$ cat config.mk
export PLATFORM = sky130hd
export DESIGN_NAME = capture_period_frequency_meter_top
export DESIGN_NICKNAME = d
export VERILOG_FILES = /design/src/cpfm_pkg.sv /design/src/cpfm_front.sv /design/src/cpfm_queue.sv /design/src/cpfm_back.sv /design/src/capture_period_frequency_meter_top.sv
export SDC_FILE = /design/constraint.sdc
export NUM_CORES = 1
export LEC_CHECK = 0
export BUFFER_PORTS_ARGS = -buffer_cell sky130_fd_sc_hd__buf_2
export CAP_MARGIN = 40
export CORE_ASPECT_RATIO = 1.1
export CORE_MARGIN = 4
export CORE_UTILIZATION = 46
export CTS_BUF_LIST = sky130_fd_sc_hd__clkbuf_4 sky130_fd_sc_hd__clkbuf_8
export CTS_CLUSTER_DIAMETER = 50
export DETAILED_ROUTE_END_ITERATION = 7
export MAX_ROUTING_LAYER = met4
export PLACE_DENSITY = 0.73
export RECOVER_POWER = 50
export SYNTH_ARGS = -nofsm -noshare
export SYNTH_HDL_FRONTEND = slang
export SYNTH_HIERARCHICAL = 1
export SYNTH_SLANG_ARGS = --single-unit
$ cat constraint.sdc
create_clock -name i_clk -period 5.3 [get_ports i_clk]
set_clock_uncertainty 0.05 [all_clocks]
set_input_delay 0.265 -clock i_clk [delete_from_list [all_inputs] [get_ports i_clk]]
set_output_delay 0.265 -clock i_clk [all_outputs]
set_load 0.05 [all_outputs]
$ cat src/cpfm_pkg.sv
package cpfm_pkg;

    localparam int ChanW     = 2;
    localparam int CapW      = 16;
    localparam int PeriodW   = CapW + 1;
    localparam int TickW     = 27;
    localparam int FracBits  = 8;
    localparam int FreqW     = TickW + FracBits;
    localparam int DivSteps  = FreqW;
    localparam int StepCntW  = $clog2(DivSteps);

    localparam int DefNumChannels = 4;
    localparam int QueueDepth     = 2;

    localparam logic [TickW-1:0] TickRateReset = TickW'(1000000);

    typedef struct packed {
        logic [ChanW-1:0] channel;
        logic [CapW-1:0]  capture_value;
    } t_in_item;

    typedef struct packed {
        logic [ChanW-1:0]   result_channel;
        logic [PeriodW-1:0] period_ticks;
        logic [FreqW-1:0]   frequency_q8;
    } t_out_item;

    // Finished period measurement handed from front to back.
    typedef struct packed {
        logic [ChanW-1:0]   channel;
        logic [PeriodW-1:0] period;
    } t_meas;

    typedef enum logic [1:0] {
        BK_IDLE,
        BK_RUN,
        BK_DONE
    } t_back_state;

endpackage

$ cat src/cpfm_front.sv
module cpfm_front
    import cpfm_pkg::*;
#(
    parameter int NUM_CHANNELS = DefNumChannels
) (
    input  logic     i_clk,
    input  logic     i_rst_n,
    input  logic     i_push,
    input  t_in_item i_item,
    input  logic     i_q_full,
    output logic     o_full,
    output logic     o_q_push,
    output t_meas    o_q_data
);

    localparam int ChIdxW = (NUM_CHANNELS > 1) ? $clog2(NUM_CHANNELS) : 1;

    logic [NUM_CHANNELS-1:0] r_pending;
    logic [CapW-1:0]         r_first [NUM_CHANNELS];

    logic [4:0]        w_ch_wide;
    logic              w_ch_ok;
    logic [ChIdxW-1:0] w_idx;
    logic              w_take;
    logic              w_second;
    logic [CapW-1:0]   w_diff;

    assign w_ch_wide = 5'(i_item.channel);
    assign w_ch_ok   = w_ch_wide < 5'(NUM_CHANNELS);
    assign w_idx     = w_ch_wide[ChIdxW-1:0];
    assign w_take    = i_push && !i_q_full && w_ch_ok;
    assign w_second  = r_pending[w_idx];
    assign w_diff    = i_item.capture_value - r_first[w_idx];

    assign o_full           = i_q_full;
    assign o_q_push         = w_take && w_second;
    assign o_q_data.channel = i_item.channel;
    // Equal captures mean one full counter wrap.
    assign o_q_data.period  = (w_diff == '0) ? {1'b1, {CapW{1'b0}}} : {1'b0, w_diff};

    always_ff @(posedge i_clk) begin
        if (!i_rst_n) begin
            r_pending <= '0;
        end else if (w_take) begin
            r_pending[w_idx] <= !w_second;
        end
    end

    always_ff @(posedge i_clk) begin
        if (w_take && !w_second) begin
            r_first[w_idx] <= i_item.capture_value;
        end
    end

    a_pending_toggles: assert property (@(posedge i_clk) disable iff (!i_rst_n)
        $past(i_rst_n) && $past(w_take) |->
            r_pending[$past(w_idx)] != $past(r_pending[w_idx]))
        else $error("channel phase did not toggle on an accepted capture");

endmodule

$ cat src/cpfm_queue.sv
module cpfm_queue
    import cpfm_pkg::*;
#(
    parameter int DEPTH = QueueDepth
) (
    input  logic  i_clk,
    input  logic  i_rst_n,
    input  logic  i_push,
    input  t_meas i_data,
    output logic  o_full,
    input  logic  i_pop,
    output logic  o_empty,
    output t_meas o_data
);

    localparam int PtrW = (DEPTH > 1) ? $clog2(DEPTH) : 1;
    localparam int CntW = $clog2(DEPTH + 1);

    t_meas           r_mem [DEPTH];
    logic [PtrW-1:0] r_wr_ptr;
    logic [PtrW-1:0] r_rd_ptr;
    logic [CntW-1:0] r_count;

    logic w_wr;
    logic w_rd;

    assign o_full  = r_count == CntW'(DEPTH);
    assign o_empty = r_count == '0;
    assign o_data  = r_mem[r_rd_ptr];
    assign w_wr    = i_push && !o_full;
    assign w_rd    = i_pop && !o_empty;

    always_ff @(posedge i_clk) begin
        if (!i_rst_n) begin
            r_wr_ptr <= '0;
            r_rd_ptr <= '0;
            r_count  <= '0;
        end else begin
            if (w_wr) begin
                r_wr_ptr <= (r_wr_ptr == PtrW'(DEPTH - 1)) ? '0 : r_wr_ptr + 1'b1;
            end
            if (w_rd) begin
                r_rd_ptr <= (r_rd_ptr == PtrW'(DEPTH - 1)) ? '0 : r_rd_ptr + 1'b1;
            end
            case ({w_wr, w_rd})
                2'b10:   r_count <= r_count + 1'b1;
                2'b01:   r_count <= r_count - 1'b1;
                default: r_count <= r_count;
            endcase
        end
    end

    always_ff @(posedge i_clk) begin
        if (w_wr) begin
            r_mem[r_wr_ptr] <= i_data;
        end
    end

    a_count_bounded: assert property (@(posedge i_clk) disable iff (!i_rst_n)
        r_count <= CntW'(DEPTH))
        else $error("queue fill count out of range");

endmodule

$ cat src/cpfm_back.sv
module cpfm_back
    import cpfm_pkg::*;
(
    input  logic             i_clk,
    input  logic             i_rst_n,
    input  logic             i_cfg_we,
    input  logic [TickW-1:0] i_cfg_wdata,
    input  logic             i_q_empty,
    input  t_meas            i_q_data,
    output logic             o_q_pop,
    input  logic             i_pop,
    output logic             o_empty,
    output t_out_item        o_item
);

    t_back_state         r_state, n_state;
    logic [TickW-1:0]    r_tick, n_tick;
    logic [FreqW-1:0]    r_quo, n_quo;
    logic [PeriodW-1:0]  r_rem, n_rem;
    logic [PeriodW-1:0]  r_div, n_div;
    logic [ChanW-1:0]    r_ch, n_ch;
    logic [StepCntW-1:0] r_cnt, n_cnt;
    logic                r_out_valid, n_out_valid;
    t_out_item           r_out, n_out;

    logic               w_out_pop;
    logic [PeriodW:0]   w_shift;
    logic [PeriodW:0]   w_sub;
    logic               w_qbit;

    assign w_out_pop = i_pop && r_out_valid;
    assign w_shift   = {r_rem, r_quo[FreqW-1]};
    assign w_sub     = w_shift - {1'b0, r_div};
    assign w_qbit    = w_shift >= {1'b0, r_div};

    assign o_empty = !r_out_valid;
    assign o_item  = r_out;

    always_comb begin
        n_state     = r_state;
        n_tick      = r_tick;
        n_quo       = r_quo;
        n_rem       = r_rem;
        n_div       = r_div;
        n_ch        = r_ch;
        n_cnt       = r_cnt;
        n_out_valid = r_out_valid;
        n_out       = r_out;
        o_q_pop     = 1'b0;

        if (i_cfg_we) begin
            n_tick = i_cfg_wdata;
        end
        if (w_out_pop) begin
            n_out_valid = 1'b0;
        end

        case (r_state)
            BK_IDLE: begin
                if (!i_q_empty) begin
                    o_q_pop = 1'b1;
                    n_quo   = FreqW'({r_tick, {FracBits{1'b0}}});
                    n_rem   = '0;
                    n_div   = i_q_data.period;
                    n_ch    = i_q_data.channel;
                    n_cnt   = '0;
                    n_state = BK_RUN;
                end
            end
            BK_RUN: begin
                // Restoring division, one quotient bit per cycle.
                n_rem = w_qbit ? w_sub[PeriodW-1:0] : w_shift[PeriodW-1:0];
                n_quo = {r_quo[FreqW-2:0], w_qbit};
                n_cnt = r_cnt + 1'b1;
                if (r_cnt == StepCntW'(DivSteps - 1)) begin
                    n_state = BK_DONE;
                end
            end
            BK_DONE: begin
                // Hold the quotient until the result slot frees.
                if (!r_out_valid || w_out_pop) begin
                    n_out.result_channel = r_ch;
                    n_out.period_ticks   = r_div;
                    n_out.frequency_q8   = r_quo;
                    n_out_valid          = 1'b1;
                    n_state              = BK_IDLE;
                end
            end
            default: begin
                n_state = BK_IDLE;
            end
        endcase
    end

    always_ff @(posedge i_clk) begin
        if (!i_rst_n) begin
            r_state     <= BK_IDLE;
            r_tick      <= TickRateReset;
            r_out_valid <= 1'b0;
        end else begin
            r_state     <= n_state;
            r_tick      <= n_tick;
            r_out_valid <= n_out_valid;
        end
    end

    always_ff @(posedge i_clk) begin
        r_quo <= n_quo;
        r_rem <= n_rem;
        r_div <= n_div;
        r_ch  <= n_ch;
        r_cnt <= n_cnt;
        r_out <= n_out;
    end

    a_rem_below_div: assert property (@(posedge i_clk) disable iff (!i_rst_n)
        r_state == BK_RUN |-> r_rem < r_div)
        else $error("divider remainder not below divisor");

    a_result_held: assert property (@(posedge i_clk) disable iff (!i_rst_n)
        r_out_valid && !i_pop |=> r_out_valid && $stable(r_out))
        else $error("waiting result changed before it was taken");

    a_pop_only_idle: assert property (@(posedge i_clk) disable iff (!i_rst_n)
        o_q_pop |-> r_state == BK_IDLE && !i_q_empty)
        else $error("queue popped outside idle");

endmodule

$ cat src/capture_period_frequency_meter_top.sv
// Input-capture period and frequency meter. Each item carries a channel and a
// 16-bit captured counter value; per channel, captures pair up: the first is
// stored, the second yields the period (difference modulo 65536, equal values
// count as 65536) and tick_rate_hz * 256 / period truncated. Items are accepted
// one per cycle while full is low; a two-entry queue holds finished periods for
// a bit-serial restoring divider, which loads a period, works out its 35-bit
// quotient bit by bit and hands the result to the output register. The divider
// takes a new period only once it has handed off the last one; full rises when
// two periods are waiting behind the divider. Write tick_rate_hz only while idle.
module capture_period_frequency_meter_top
    import cpfm_pkg::*;
#(
    parameter int NUM_CHANNELS = DefNumChannels
) (
    input  logic             i_clk,
    input  logic             i_rst_n,
    input  logic             push,
    output logic             full,
    input  t_in_item         i_item,
    output logic             empty,
    input  logic             pop,
    output t_out_item        o_item,
    input  logic             i_cfg_we,
    input  logic [TickW-1:0] i_cfg_wdata
);

    logic  w_q_full;
    logic  w_q_push;
    t_meas w_q_wdata;
    logic  w_q_empty;
    logic  w_q_pop;
    t_meas w_q_rdata;

    cpfm_front #(
        .NUM_CHANNELS(NUM_CHANNELS)
    ) u_front (
        .i_clk   (i_clk),
        .i_rst_n (i_rst_n),
        .i_push  (push),
        .i_item  (i_item),
        .i_q_full(w_q_full),
        .o_full  (full),
        .o_q_push(w_q_push),
        .o_q_data(w_q_wdata)
    );

    cpfm_queue #(
        .DEPTH(QueueDepth)
    ) u_queue (
        .i_clk  (i_clk),
        .i_rst_n(i_rst_n),
        .i_push (w_q_push),
        .i_data (w_q_wdata),
        .o_full (w_q_full),
        .i_pop  (w_q_pop),
        .o_empty(w_q_empty),
        .o_data (w_q_rdata)
    );

    cpfm_back u_back (
        .i_clk      (i_clk),
        .i_rst_n    (i_rst_n),
        .i_cfg_we   (i_cfg_we),
        .i_cfg_wdata(i_cfg_wdata),
        .i_q_empty  (w_q_empty),
        .i_q_data   (w_q_rdata),
        .o_q_pop    (w_q_pop),
        .i_pop      (pop),
        .o_empty    (empty),
        .o_item     (o_item)
    );

endmodule

Word level (Yosys, flattened, before mapping):

Memories as Yosys holds them, arrays and structs flattened. A register that Yosys moved wholly into a read port is not among the register bits.
Index checks and enable logic that the tools add are counted.

* register bits after elaboration: 150
* bits in writable memories: 102
* input bits: 50
* output and inout bits: 56
* logic and storage cells: 87
* memories kept: 2

Memories
* u_front.r_first: words 4, width 16, rd ports 1, clocked after memory_dff 0, write ports 1, RTL line cpfm_front.sv:19 `logic [CapW-1:0] r_first [NUM_CHANNELS];`
* u_queue.r_mem: words 2, width 19, rd ports 1, clocked after memory_dff 1, write ports 1, RTL line cpfm_queue.sv:19 `t_meas r_mem [DEPTH];`

* $add $sub $neg: 7
* order comparisons: 4
* equal/unequal tests: 9
* muxes and demuxes: 29
* bitwise operators: 1
* reduce and logical (&&, ||, !) cells: 22

Operators with widths (number)
* $pmux W35 S2: 1
* $mux W17: 3
* $mux W35: 1
* $pmux W17 S2: 1
* $ge A18 B17 Y1: 1
* $sub A17 B17 Y17: 1
* $logic_not A16 Y1: 1
* $sub A16 B16 Y16: 1
* $mux W1: 13
* $pmux W6 S2: 1
* $logic_and A1 B1 Y1: 8
* $add A6 B1 Y6 const B: 1
* $eq A2 B2 Y1 const B: 3
* $eq A6 B6 Y1 const B: 1
* $lt A2 B3 Y1 const B: 2
* $mux W2: 3
* $mux W6: 1
* $pmux W2 S3: 1
* $reduce_and A2 Y1: 3
* $bwmux W4: 1
* $eq A2 B1 Y1 const B: 2
* $logic_not A1 Y1: 4
* $logic_not A2 Y1: 2
* $ne A2 B1 Y1 const B: 2
* other kinds (12): 14

Longest topological paths before layout:

Gate-level depths: netlist (run 1).

* depth after elaboration: 8
* mapped depth: 13
* mapped depth without buffers: 11

By module:

The synthesis (run 1) kept the hierarchy.

By module, submodules not included
* cpfm_back: instances 1, cells an instance 511, area an instance 6703.9 um2, sequential area each 4534.3 um2
* cpfm_front: instances 1, cells an instance 223, area an instance 3344.5 um2, sequential area each 2001.9 um2
* cpfm_queue: instances 1, cells an instance 85, area an instance 1601.5 um2, sequential area each 1241.2 um2

Worst setup path after synthesis (run 1):

No wires, ideal clock.

* kind: input to register
* start: in i_item[16] (netlist name)
* end: mem u_queue/r_mem[0][16] (netlist name) (data pin)
* setup time: 0.182 ns
* arrival time: 3.920 ns
* data required time: 5.068 ns
* setup slack: 1.148 ns
* cell stages on the path: 13
* path buffers: 2
* path through: clkbuf_1 -> buf_1 -> mux4_2 -> inv_1 -> ha_1 -> o21a_1 -> o31a_1 -> o31a_4 -> a21boi_2 -> xnor2_1 -> or4b_1 -> or4b_1 -> nor4_2

RTL lines
* start, declared: RTL line capture_period_frequency_meter_top.sv:19 `input t_in_item i_item,`
* end, declared: RTL line cpfm_queue.sv:19

==> flow_summary.json, run 1 <==
{
  "outcome": "finished, violations left",
  "violated_checks": "capacitance limit, slew limit",
  "cts_repair_resize_count": 0,
  "place.detailed.hpwl_um": 14210,
  "fin_area_um2": 13810,
  "clock_tree.htree_level_count": 2,
  "post_synth_edffs": 233,
  "dieHeight_um": 174.9,
  "cp.required_ns": 5.61,
  "globalRouteTotalUtil": 0.1624,
  "numCtsBuffers": 45,
  "post_cts.repair.setup_buffers": 0,
  "grt_start_max_net_pins": 45,
  "critical_path_peak_fanout": 25,
  "syn2layout_area_growth_pct": 18.58,
  "detailroute.wirelength.met3_um": 1046,
  "std_cell_rows": 60,
  "max_slew.worst_pin.slew_ns": 2.082,
  "place.port_buffers": 105,
  "synth-main-ff-cell": "sky130_fd_sc_hd__edfxtp_1",
  "num_antenna_cells": 0,
  "initial_util": 0.4717,
  "remaining_drc_errors": 0,
  "cellPowerDensity_nw_per_um2": 342.9,
  "die_area_um2": 27940,
  "cts_hold_buf": 43,
  "timing_hold_violations_final": 0,
  "postRouteWirelength_um": 21640,
  "tritoncts": "built",
  "finish.utilization": 0.5593,
  "num-fill-cells": 1983,
  "syn_area_per_cell_um2": 14.22,
  "setup_viol": 0,
  "postPlaceCellArea_um2": 12610,
  "worst_skew_pair.late_latency_ns": 0.54,
  "holdWs_ns": 0.03876,
  "nets": 1085,
  "vias_in_the_first_global_route": 7170,
  "floorplan.die.width_um": 159.7,
  "clkSinkCount": 272,
  "routed-via-count": 6810,
  "wire_per_inst_um": 16.17,
  "core_region_area_um2": 24700,
  "layout_worst_path_cycle_share": 0.7785,
  "finalMaxSlewViolations": 28,
  "grt_overflow": 0,
  "area_taken_by_flip_flops_and_latches_um2": 7777,
  "mappedNetlistNets": 907,
  "synth.ff_latch_count": 272,
  "asyncSetResetFlopFracSynth": 0,
  "number_of_antenna_violations_at_the_first_check_in_global_routing": 0,
  "finalCriticalPeriod_ns": 4.126,
  "cts_buffer_depth": 3,
  "sequential_cell_area_fraction_in_the_yosys_report": 0.6676,
  "max_cap_viol_count": 1,
  "path_buf_inv": 1,
  "cts_root_buf": "sky130_fd_sc_hd__clkbuf_8",
  "worst-setup-path-type": "in -> reg",
  "place_congestion": 0.8654,
  "worst_setup_path_start_kind": "input pin",
  "post_synthesis_cell_area_um2": 11650,
  "slowest_delay_ns": 1.02,
  "yosys_warnings": 6,
  "timing.critical_path.to_type": "flop",
  "detail_route.first_pass.iterations": 5,
  "mostFrequentLayoutCells": "sky130_fd_sc_hd__edfxtp_1 (233), sky130_fd_sc_hd__nand2_1 (111), sky130_fd_sc_hd__clkbuf_1 (76)",
  "multi_input_area_um2": 3570,
  "power_leakage_nw": 5.179,
  "topRoutingLayerUsed": "met4",
  "critical_path.cell_chain": "clkbuf_1 > mux4_2 > ha_1 > fa_1 > nand2b_1 > nand2_1 > a21oi_1 > xnor2_1 > nor4b_1 > or4b_1 > or4b_1 > nor4_2",
  "grt_pass1_wl_um": 36080,
  "total_power_mw": 4.737,
  "timing.critical_path.max_delay_family": "simple AND/OR/NAND/NOR gates",
  "rsz0062_at_grt": "no",
  "drt-vias-per-instance": 5.090,
  "cts.clk_slew.worst_paths_ns": 0.06,
  "hp-class": "in -> reg",
  "cells_after_synth": 819,
  "mostFrequentLayoutCell": "sky130_fd_sc_hd__edfxtp_1",
  "worst-endpoint-arrival_ns": 4.43,
  "drive_gt1_frac": 0.1722,
  "crit_top_cell": "sky130_fd_sc_hd__or4b_1",
  "vdd.ir_drop.worst_mv": 0.2153,
  "met2_wirelength_um": 10980,
  "relSlewSlack": -0.3877,
  "tns_ns": 0,
  "slowest_stage": "sky130_fd_sc_hd__clkbuf_1",
  "drtAntennaViolNets": 0,
  "max_clock_freq_mhz": 242.4,
  "number_of_drc_violations_after_detailed_routing_iteration_0": 363,
  "io-pin-count": 106,
  "route.layer.met1.wl_um": 9049,
  "netlist-cell-type-count": 67
}
[cell families after synthesis]
logic type,synth area share
XOR/XNOR,0.02631
AO/OA/AOI/OAI,0.06025
AND/OR/NAND/NOR,0.09204
buffers and inverters,0.02867
multiplexers,0.08302
flip-flops,0.6676
adder cells (fa/ha/maj),0.04210
[cells in the mapped netlist, types with 6 or more instances]
library cell / n / area (um^2)
sky130_fd_sc_hd__edfxtp_1: 233 / 6997
sky130_fd_sc_hd__nand2_1: 111 / 416.7
sky130_fd_sc_hd__inv_1: 48 / 180.2
sky130_fd_sc_hd__dfxtp_1: 39 / 780.8
sky130_fd_sc_hd__mux2i_1: 37 / 370.4
sky130_fd_sc_hd__ha_1: 36 / 450.4
sky130_fd_sc_hd__nor2_1: 32 / 120.1
sky130_fd_sc_hd__a21oi_1: 29 / 145.1
sky130_fd_sc_hd__nor2b_1: 24 / 150.1
sky130_fd_sc_hd__xnor2_1: 24 / 210.2
sky130_fd_sc_hd__mux2_2: 19 / 214.0
sky130_fd_sc_hd__clkbuf_1: 17 / 63.81
sky130_fd_sc_hd__mux4_2: 17 / 382.9
sky130_fd_sc_hd__o21ai_0: 15 / 75.07
sky130_fd_sc_hd__and2_1: 11 / 68.82
sky130_fd_sc_hd__xor2_1: 11 / 96.34
sky130_fd_sc_hd__nand3_1: 10 / 50.05
sky130_fd_sc_hd__o21a_1: 10 / 75.07
sky130_fd_sc_hd__and3_1: 7 / 43.79
sky130_fd_sc_hd__a21o_1: 6 / 45.04
sky130_fd_sc_hd__nor3_1: 6 / 30.03
[sequential cells by signal (all words and copies together) (netlist names), named ones only]
name and flops:
u_back/r_cnt 6, u_back/r_tick 27, u_front/r_pending 4, u_back/r_ch 2, u_front/r_first 64, u_back/r_out_valid 1, u_back/r_state 2, u_back/r_quo 35
u_back/r_rem 17, u_queue/r_count 2, u_queue/r_mem 38, u_queue/r_wr_ptr 1, u_queue/r_rd_ptr 1, u_back/r_div 17, u_back/o_item 54
[stage by stage]
step	cells	setup slack, ns
floorplan	819	1.148
global placement	1212	1.239
detailed placement	1217	1.144
CTS	1338	1.488
global route	1338	0.9781
finish	1338	1.174
[path summary, 6_finish.rpt]
check | start | end | slack [ns] | cells past startpoint
worst max-delay path | i_item[17] | u_queue/r_mem[1][16]$_DFFE_PP_ | 1.17 | 12
worst min-delay path | pop | u_back/r_out_valid$_SDFF_PN0_ | 0.04 | 3
worst max register to register | u_front/r_first[2][0]$_DFFE_PP_ | u_queue/r_mem[1][16]$_DFFE_PP_ | 1.54 | 11
worst min register to register | u_back/r_quo[6]$_SDFFCE_PN0P_ | u_back/o_item[6]$_DFFE_PP_ | 0.39 | 0
[worst min-delay path: stages]
cell and delay [ns]:
sky130_fd_sc_hd__buf_2 0.08, sky130_fd_sc_hd__nand2b_1 0.13, sky130_fd_sc_hd__a21boi_0 0.08
[where the power goes]
| part | total, mW | internal (mW) | switching (mW) |
|---|---|---|---|
| combinational | 0.459 | 0.199 | 0.261 |
| sequential | 2.46 | 2.43 | 0.0337 |
| clock | 1.82 | 1.03 | 0.792 |
[final cells by class]
class                      count  area share
clock buffer                  66     0.05806
clock inverter                12    0.007608
inverter                      49     0.01331
multi-input combinational    468      0.2584
sequential                   272      0.5630
tap                          310     0.02808
timing repair buffer         161     0.07155
[per-layer routing]
layer  up-vias  GRT usage
met2       163     0.2787
met1      3254     0.1960
met4         0    0.04919
met5         -          -
met3        50    0.03114
li1       3343          -
(Power assumes the default switching activity.)
==> run 2: changes to the inputs <==
--- a/config.mk
+++ b/config.mk
@@ -5,6 +5,7 @@
 export SDC_FILE = /design/constraint.sdc
 export NUM_CORES = 1
 export LEC_CHECK = 0
+export ABC_AREA = 1
 export BUFFER_PORTS_ARGS = -buffer_cell sky130_fd_sc_hd__buf_2
 export CAP_MARGIN = 40
 export CORE_ASPECT_RATIO = 1.1
@@ -14,7 +15,7 @@
 export CTS_CLUSTER_DIAMETER = 50
 export DETAILED_ROUTE_END_ITERATION = 7
 export MAX_ROUTING_LAYER = met4
-export PLACE_DENSITY = 0.73
+export PLACE_DENSITY = 0.76
 export RECOVER_POWER = 50
 export SYNTH_ARGS = -nofsm -noshare
 export SYNTH_HDL_FRONTEND = slang
==> constraint.sdc (replaced) <==
create_clock -name i_clk -period 3.3 [get_ports i_clk]
set_clock_uncertainty 0.05 [all_clocks]
set_input_delay 0.165 -clock i_clk [delete_from_list [all_inputs] [get_ports i_clk]]
set_output_delay 0.165 -clock i_clk [all_outputs]
set_load 0.05 [all_outputs]
==> run 2 against run 1 <==
The flow now finishes without violations. Die area grew 5.0%. Core utilization shrank 1.4 points. Worst hold slack gained 0.020 ns. Non-clock buffer count grew 2. Sequential share of layout area shrank 1.9 points. Design area grew 3.6%. Global-route usage grew 2.9 points. Register-to-register slack lost 0.99 ns. Flip-flop and latch count is the same. Routed wire length grew 24%. Via count grew 27%. Largest power group unchanged. Highest routed layer unchanged.
==> flow_summary.json, run 2 <==
{
  "outcome": "finished, final reports clean",
  "tritoncts": "built",
  "regMostFlops": "u_front/r_first",
  "cp.required_ns": 3.64,
  "max_cap_viol_count": 0,
  "max_ffs_per_register": 64,
  "globalRouteTotalUtil": 0.1909,
  "num-fill-cells": 2319,
  "crit_top_cell": "sky130_fd_sc_hd__nand2_1",
  "remaining_drc_errors": 0,
  "vias_in_the_first_global_route": 8725,
  "cts_repair_resize_count": 0,
  "clock_tree.htree_level_count": 2,
  "worst-endpoint-arrival_ns": 3.31,
  "finish.utilization": 0.5457,
  "rsz0062_at_grt": "no",
  "finalMaxSlewViolations": 0,
  "relSlewSlack": 0.09244,
  "cts_root_buf": "sky130_fd_sc_hd__clkbuf_8",
  "route.layer.met1.wl_um": 10840,
  "detail_route.first_pass.iterations": 5,
  "die_area_um2": 29350,
  "max_clock_freq_mhz": 336.4,
  "num_antenna_cells": 0,
  "postPlaceCellArea_um2": 13190,
  "wire_per_inst_um": 15.44,
  "place.detailed.hpwl_um": 17680,
  "timing.critical_path.depth": 17,
  "hp-class": "in -> reg",
  "number_of_antenna_violations_at_the_first_check_in_global_routing": 0,
  "number_of_drc_violations_after_detailed_routing_iteration_0": 557,
  "worst_skew_pair.late_latency_ns": 0.55,
  "cellPowerDensity_nw_per_um2": 533.2,
  "place.port_buffers": 105,
  "vdd.ir_drop.worst_mv": 0.4133,
  "timing_hold_violations_final": 0,
  "total_placed_cells_including_tap_cells": 1606,
  "setup_viol": 0,
  "path_buf_inv": 4,
  "tns_ns": 0,
  "dieHeight_um": 179.3,
  "synthTopCellsByCount": "sky130_fd_sc_hd__nand2_1 (319), sky130_fd_sc_hd__edfxtp_1 (233), sky130_fd_sc_hd__inv_1 (150)",
  "cts_buffer_depth": 3,
  "cts.clk_slew.worst_paths_ns": 0.07,
  "synth.top_cell.area_share": 0.5704,
  "grt_overflow": 0,
  "std_cell_rows": 62,
  "syn2layout_area_growth_pct": 16.65,
  "cells_after_synth": 1166,
  "grt_pass1_wl_um": 43460,
  "asyncSetResetFlopFracSynth": 0,
  "io-pin-count": 106,
  "floorplan.die.width_um": 163.7,
  "max_slew.worst_pin.slew_ns": 1.356,
  "sequential_cell_area_fraction_in_the_yosys_report": 0.6340,
  "post_synthesis_cell_area_um2": 12270,
  "detailedPlace.worstSlack_ns": 0.3895,
  "mappedNetlistNets": 1254,
  "slowest_stage": "sky130_fd_sc_hd__dlygate4sd3_1",
  "layout_worst_path_cycle_share": 0.9008,
  "synth.ff_latch_count": 272,
  "slowest_delay_ns": 0.53,
  "post_synth_edffs": 233,
  "clkSinkCount": 272,
  "synth.top_cells.by_area": "sky130_fd_sc_hd__edfxtp_1 (57%), sky130_fd_sc_hd__nand2_1 (9.8%), sky130_fd_sc_hd__dfxtp_1 (6.4%), sky130_fd_sc_hd__inv_1 (4.6%), sky130_fd_sc_hd__nor2_1 (4.0%)",
  "worst-setup-path-type": "in -> reg",
  "drtAntennaViolNets": 0,
  "nets": 1434,
  "initial_util": 0.4678,
  "numCtsBuffers": 44,
  "drt-vias-per-instance": 4.976,
  "timing.critical_path.to_type": "flop",
  "routed-via-count": 8618,
  "critical_path_peak_fanout": 19,
  "finalNonFillerCells": 1732,
  "holdWs_ns": 0.05870,
  "mostFrequentLayoutCell": "sky130_fd_sc_hd__nand2_1",
  "netlist-cell-type-count": 40,
  "detailroute.wirelength.met3_um": 1592,
  "grt_start_max_net_pins": 59,
  "yosys_warnings": 6,
  "syn_area_per_cell_um2": 10.52,
  "timing.critical_path.max_delay_family": "compound AO/OA/AOI/OAI gates",
  "topRoutingLayerUsed": "met4",
  "total_power_mw": 7.629,
  "core_region_area_um2": 26220,
  "synthMostInstantiatedCell": "sky130_fd_sc_hd__nand2_1",
  "final.setup.worst_slack_ns": 0.3273,
  "place_congestion": 0.9308,
  "met2_wirelength_um": 13410,
  "finalCriticalPeriod_ns": 2.973,
  "mostFrequentLayoutCells": "sky130_fd_sc_hd__nand2_1 (320), sky130_fd_sc_hd__edfxtp_1 (233), sky130_fd_sc_hd__inv_1 (151)",
  "area_taken_by_flip_flops_and_latches_um2": 7777,
  "top_cell_type_by_total_area_after_synthesis": "sky130_fd_sc_hd__edfxtp_1",
  "worst_r2r_path_depth": 7,
  "critical_path.cell_chain": "dlygate4sd3_1 > clkbuf_1 > inv_1 > nor2_2 > buf_4 > a22o_1 > a221oi_1 > ha_1 > a21oi_1 > o21ai_0 > a21oi_1 > nand2_1 > nand2_1 > nand2_1 > nor2_1 > nand2_1 > nor2_1",
  "synth-main-ff-cell": "sky130_fd_sc_hd__edfxtp_1",
  "power_leakage_nw": 5.979,
  "worstHoldPathCells": 2,
  "drive_gt1_frac": 0.1051,
  "postRouteWirelength_um": 26740,
  "multi_input_area_um2": 3675,
  "fin_area_um2": 14310,
  "worst_setup_path_start_kind": "input pin"
}
==> run 2: cell families (layout without fill, tap and decap cells) <==
| logic type | Yosys count | count (layout) | synth area share |
|---|---|---|---|
| xor gates and xnor gates | 10 | 10 | 0.007140 |
| adders and majority gates | 38 | 38 | 0.03998 |
| and+or+nand+nor | 550 | 550 | 0.1875 |
| AOI/OAI and AO/OA | 92 | 92 | 0.04763 |
| buffers and inverters | 185 | 399 | 0.06324 |
| DFF | 272 | 272 | 0.6340 |
| muxes | 19 | 19 | 0.02050 |
==> run 2: worst paths after layout <==
kind,to,slack (ns),start
worst max-delay path,u_queue/r_mem[0][16]$_DFFE_PP_,0.33,i_item[17]
worst max register to register,u_back/r_state[0]$_SDFFE_PN0P_,0.55,u_back/r_state[0]$_SDFFE_PN0P_
worst min-delay path,u_back/r_tick[6]$_SDFFE_PN1P_,0.06,i_rst_n
worst min register to register,u_back/o_item[52]$_DFFE_PP_,0.37,u_back/r_ch[0]$_DFFE_PP_
==> run 2: power by group <==
group | total (mW) | internal, mW | switching, mW
clock | 2.73 | 1.45 | 1.28
sequential | 3.98 | 3.92 | 0.0615
combinational | 0.920 | 0.306 | 0.615
==> run 2: final cells by class <==
| cell class | count | share of cell area |
|---|---|---|
| Tap cell | 352 | 0.03078 |
| Clock buffer | 60 | 0.05115 |
| Sequential cell | 272 | 0.5435 |
| Multi-Input combinational cell | 709 | 0.2568 |
| Timing Repair Buffer | 163 | 0.06960 |
| Inverter | 156 | 0.04092 |
| Clock inverter | 20 | 0.007170 |
==> run 2: what timing repair did <==
action / 4_1_cts / 5_1_grt
setup endpoints to repair: 0 / 0
buffers inserted: 0 / 0
hold buffers: 46 / 0
hold endpoints to repair: 96 / 0
==> run 2: per-layer routing <==
layer / track usage / vias up
met1: 0.2256 / 3999
met3: 0.03518 / 75
li1: - / 4246
met4: 0.08039 / 0
met5: - / -
met2: 0.3225 / 298
==> run 3: changes to the inputs <==
--- a/config.mk
+++ b/config.mk
@@ -19,5 +19,4 @@
 export RECOVER_POWER = 50
 export SYNTH_ARGS = -nofsm -noshare
 export SYNTH_HDL_FRONTEND = slang
-export SYNTH_HIERARCHICAL = 1
 export SYNTH_SLANG_ARGS = --single-unit
==> run 3 against run 2 <==
Count of clock-buffer cells in the layout increased by 3. Non-clock buffer count increased by 3. Area after synthesis decreased by 4.0%. Setup slack improved by 0.051 ns. Critical path type unchanged. Largest power group unchanged. Highest routed layer unchanged.
==> flow_summary.json, run 3 <==
{
  "syn2layout_area_growth_pct": 19.84,
  "drt-vias-per-instance": 4.988,
  "number_of_drc_violations_after_detailed_routing_iteration_0": 555,
  "worst-setup-path-type": "in -> reg",
  "nets": 1377,
  "relSlewSlack": 0.07478,
  "core_region_area_um2": 25260,
  "clock_tree.htree_level_count": 2,
  "synth.ff_latch_count": 271,
  "layout_worst_path_cycle_share": 0.8855,
  "max_slew.worst_pin.slew_ns": 1.388,
  "synth-main-ff-cell": "sky130_fd_sc_hd__edfxtp_1",
  "place.port_buffers": 105,
  "syn_area_per_cell_um2": 10.66,
  "asyncSetResetFlopFracSynth": 0,
  "synth_compound_gate_area_share": 0.06523,
  "tns_ns": 0,
  "number_of_antenna_violations_at_the_first_check_in_global_routing": 1,
  "regMostFlops": "u_front.r_first",
  "cells_after_synth": 1105,
  "worst_skew_pair.late_latency_ns": 0.57,
  "critical_path.cell_chain": "dlygate4sd3_1 > clkbuf_1 > nor2_2 > a22o_1 > a221oi_1 > ha_1 > nand2_1 > inv_1 > a21oi_1 > nor2_1 > nor2_1 > nand2_1 > nand2_1 > nand2_1 > nor2_1 > nand2_1 > nor2_1",
  "cp.required_ns": 3.66,
  "place_congestion": 0.9121,
  "setup_viol": 0,
  "timing.critical_path.max_delay_family": "simple AND/OR/NAND/NOR gates",
  "max_clock_freq_mhz": 342.2,
  "numCtsBuffers": 45,
  "timing.critical_path.depth": 17,
  "vdd.ir_drop.worst_mv": 0.4458,
  "io-pin-count": 106,
  "drtAntennaViolNets": 0,
  "slowest_stage": "sky130_fd_sc_hd__nor2_2",
  "mostFrequentLayoutCells": "sky130_fd_sc_hd__nand2_1 (305), sky130_fd_sc_hd__edfxtp_1 (233), sky130_fd_sc_hd__nor2_1 (124)",
  "final.setup.worst_slack_ns": 0.3779,
  "timing.critical_path.to_type": "flop",
  "synthSimpleGateAreaFrac": 0.1751,
  "synthTopCellsByCount": "sky130_fd_sc_hd__nand2_1 (306), sky130_fd_sc_hd__edfxtp_1 (233), sky130_fd_sc_hd__nor2_1 (124)",
  "post_synthesis_cell_area_um2": 11780,
  "max_ffs_per_register": 64,
  "synth.top_cells.by_area": "sky130_fd_sc_hd__edfxtp_1 (59%), sky130_fd_sc_hd__nand2_1 (9.8%), sky130_fd_sc_hd__dfxtp_1 (6.5%), sky130_fd_sc_hd__nor2_1 (4.0%), sky130_fd_sc_hd__ha_1 (3.8%)",
  "critical_path_peak_fanout": 17,
  "std_cell_rows": 61,
  "hp-class": "in -> reg",
  "finalMaxSlewViolations": 0,
  "dieHeight_um": 175.8,
  "die_area_um2": 28230,
  "grt_overflow": 0,
  "worstHoldPathCells": 2,
  "sequential_cell_area_fraction_in_the_yosys_report": 0.6587,
  "routed-via-count": 8325,
  "slowest_delay_ns": 0.61,
  "total_power_mw": 11.56,
  "clkSinkCount": 271,
  "timing_hold_violations_final": 0,
  "remaining_drc_errors": 0,
  "top_cell_type_by_total_area_after_synthesis": "sky130_fd_sc_hd__edfxtp_1",
  "wire_per_inst_um": 14.91,
  "tritoncts": "built",
  "floorplan.die.width_um": 160.6,
  "grt_start_max_net_pins": 55,
  "worst_setup_path_start_kind": "input pin",
  "detail_route.first_pass.iterations": 5,
  "crit_top_cell": "sky130_fd_sc_hd__nand2_1",
  "cellPowerDensity_nw_per_um2": 818.7,
  "cts_buffer_depth": 3,
  "synth-xor-area-share": 0.01041,
  "rsz0062_at_grt": "no",
  "globalRouteTotalUtil": 0.1814,
  "mostFrequentLayoutCell": "sky130_fd_sc_hd__nand2_1",
  "finalCriticalPeriod_ns": 2.922,
  "outcome": "finished, final reports clean",
  "postRouteWirelength_um": 24890,
  "synthMostInstantiatedCell": "sky130_fd_sc_hd__nand2_1",
  "synth.top_cell.area_share": 0.5941,
  "drive_gt1_frac": 0.1044,
  "vias_in_the_first_global_route": 8288,
  "yosys_warnings": 0,
  "cts.clk_slew.worst_paths_ns": 0.06,
  "worst-endpoint-arrival_ns": 3.28,
  "multiplexer_share_of_the_synthesized_area": 0,
  "detailedPlace.worstSlack_ns": 0.4276,
  "place.detailed.hpwl_um": 16060,
  "combinational_family_with_the_most_area_after_synthesis": "simple AND/OR/NAND/NOR gates",
  "yosys.area_share.adder": 0.04164,
  "post_cts.repair.setup_buffers": 0,
  "initial_util": 0.4662,
  "mappedNetlistNets": 1193,
  "worst_r2r_path_depth": 13,
  "holdWs_ns": 0.02617,
  "netlist-cell-type-count": 36,
  "power_leakage_nw": 5.816,
  "path_buf_inv": 3,
  "cts_root_buf": "sky130_fd_sc_hd__clkbuf_8",
  "max_cap_viol_count": 0,
  "grt_pass1_wl_um": 40700,
  "post_synth_edffs": 233
}
[run 3: changes by cell type after synthesis, moves of 10 or more]
cell / delta
sky130_fd_sc_hd__o21ai_1: +14
sky130_fd_sc_hd__inv_1: -41
sky130_fd_sc_hd__nand3b_1: -10
sky130_fd_sc_hd__clkbuf_1: +12
sky130_fd_sc_hd__mux2_4: -10
sky130_fd_sc_hd__nand2_1: -13
[run 3: layer usage]
layer,global-route usage,share of wire,up-vias
met5,-,0,-
met4,0.07350,0.031,0
met3,0.03309,0.050,66
met2,0.3086,0.51,240
met1,0.2141,0.41,3911
li1,-,-,4108
[run 3: timing repair]
action	4_1_cts	5_1_grt
setup endpoints to repair	0	0
resized for setup	0	0
hold endpoints to repair	97	0
hold buffers	51	0
[run 3: worst reg2reg max path, cell delays in order (launching register included)]
cell                       delay, ns
sky130_fd_sc_hd__edfxtp_1       0.43
sky130_fd_sc_hd__inv_1          0.07
sky130_fd_sc_hd__ha_1           0.20
sky130_fd_sc_hd__fa_1           0.43
sky130_fd_sc_hd__o21ai_2        0.26
sky130_fd_sc_hd__nand2_2        0.08
sky130_fd_sc_hd__nand2_2        0.09
sky130_fd_sc_hd__nand2_1        0.07
sky130_fd_sc_hd__nand2_2        0.09
sky130_fd_sc_hd__nand2_2        0.07
sky130_fd_sc_hd__nand2_4        0.23
sky130_fd_sc_hd__inv_4          0.16
sky130_fd_sc_hd__nor2_1         0.13
sky130_fd_sc_hd__nor2_1         0.06
[run 3: cell type report]
| class | instances | area (um^2) |
|---|---|---|
| Sequential cell | 271 | 7757 |
| Timing Repair Buffer | 166 | 1021 |
| Multi-Input combinational cell | 690 | 3457 |
| Tap cell | 346 | 432.9 |
| Inverter | 115 | 434.2 |
| Antenna cell | 1 | 2.502 |
| Clock buffer | 63 | 785.8 |
| Clock inverter | 17 | 224.0 |
| Fill cell | 2124 | 11150 |
[run 3: final timing paths]
check                                           startpoint                              to  slack [ns]
worst min-delay path                               i_rst_n   u_back.r_tick[6]$_SDFFE_PN1P_        0.03
worst max-delay path                            i_item[17]  u_queue.r_mem[0][16]$_DFFE_PP_        0.38
worst min register to register    u_back.r_ch[0]$_DFFE_PP_     u_back.o_item[52]$_DFFE_PP_        0.37
worst max register to register  u_back.r_quo[34]$_DFFE_PP_  u_back.r_rem[16]$_SDFFCE_PN0P_        0.60
[run 3: stage by stage]
| stage | cell area [um^2] | cells | utilization |
|---|---|---|---|
| after detailed placement | 12690 | 1537 | 0.5025 |
| after floorplan | 11790 | 1105 | - |
| after global routing | 14110 | 1669 | 0.5587 |
| after CTS | 14210 | 1668 | 0.5627 |
| after global placement | 12690 | 1537 | 0.5025 |
| final | 14110 | 1669 | 0.5587 |
[run 3: cell families after synthesis]
logic type / Yosys count
adders and majority gates: 38
xor gates and xnor gates: 14
buffers and inverters: 144
and+or+nand+nor: 511
AOI/OAI and AO/OA: 127
DFF: 271
[run 3: where the power goes]
part / switching (mW) / internal (mW)
Clock: 1.33 / 1.94
Combinational: 2.21 / 1.06
Sequential: 0.355 / 4.67
Total: 3.89 / 7.67
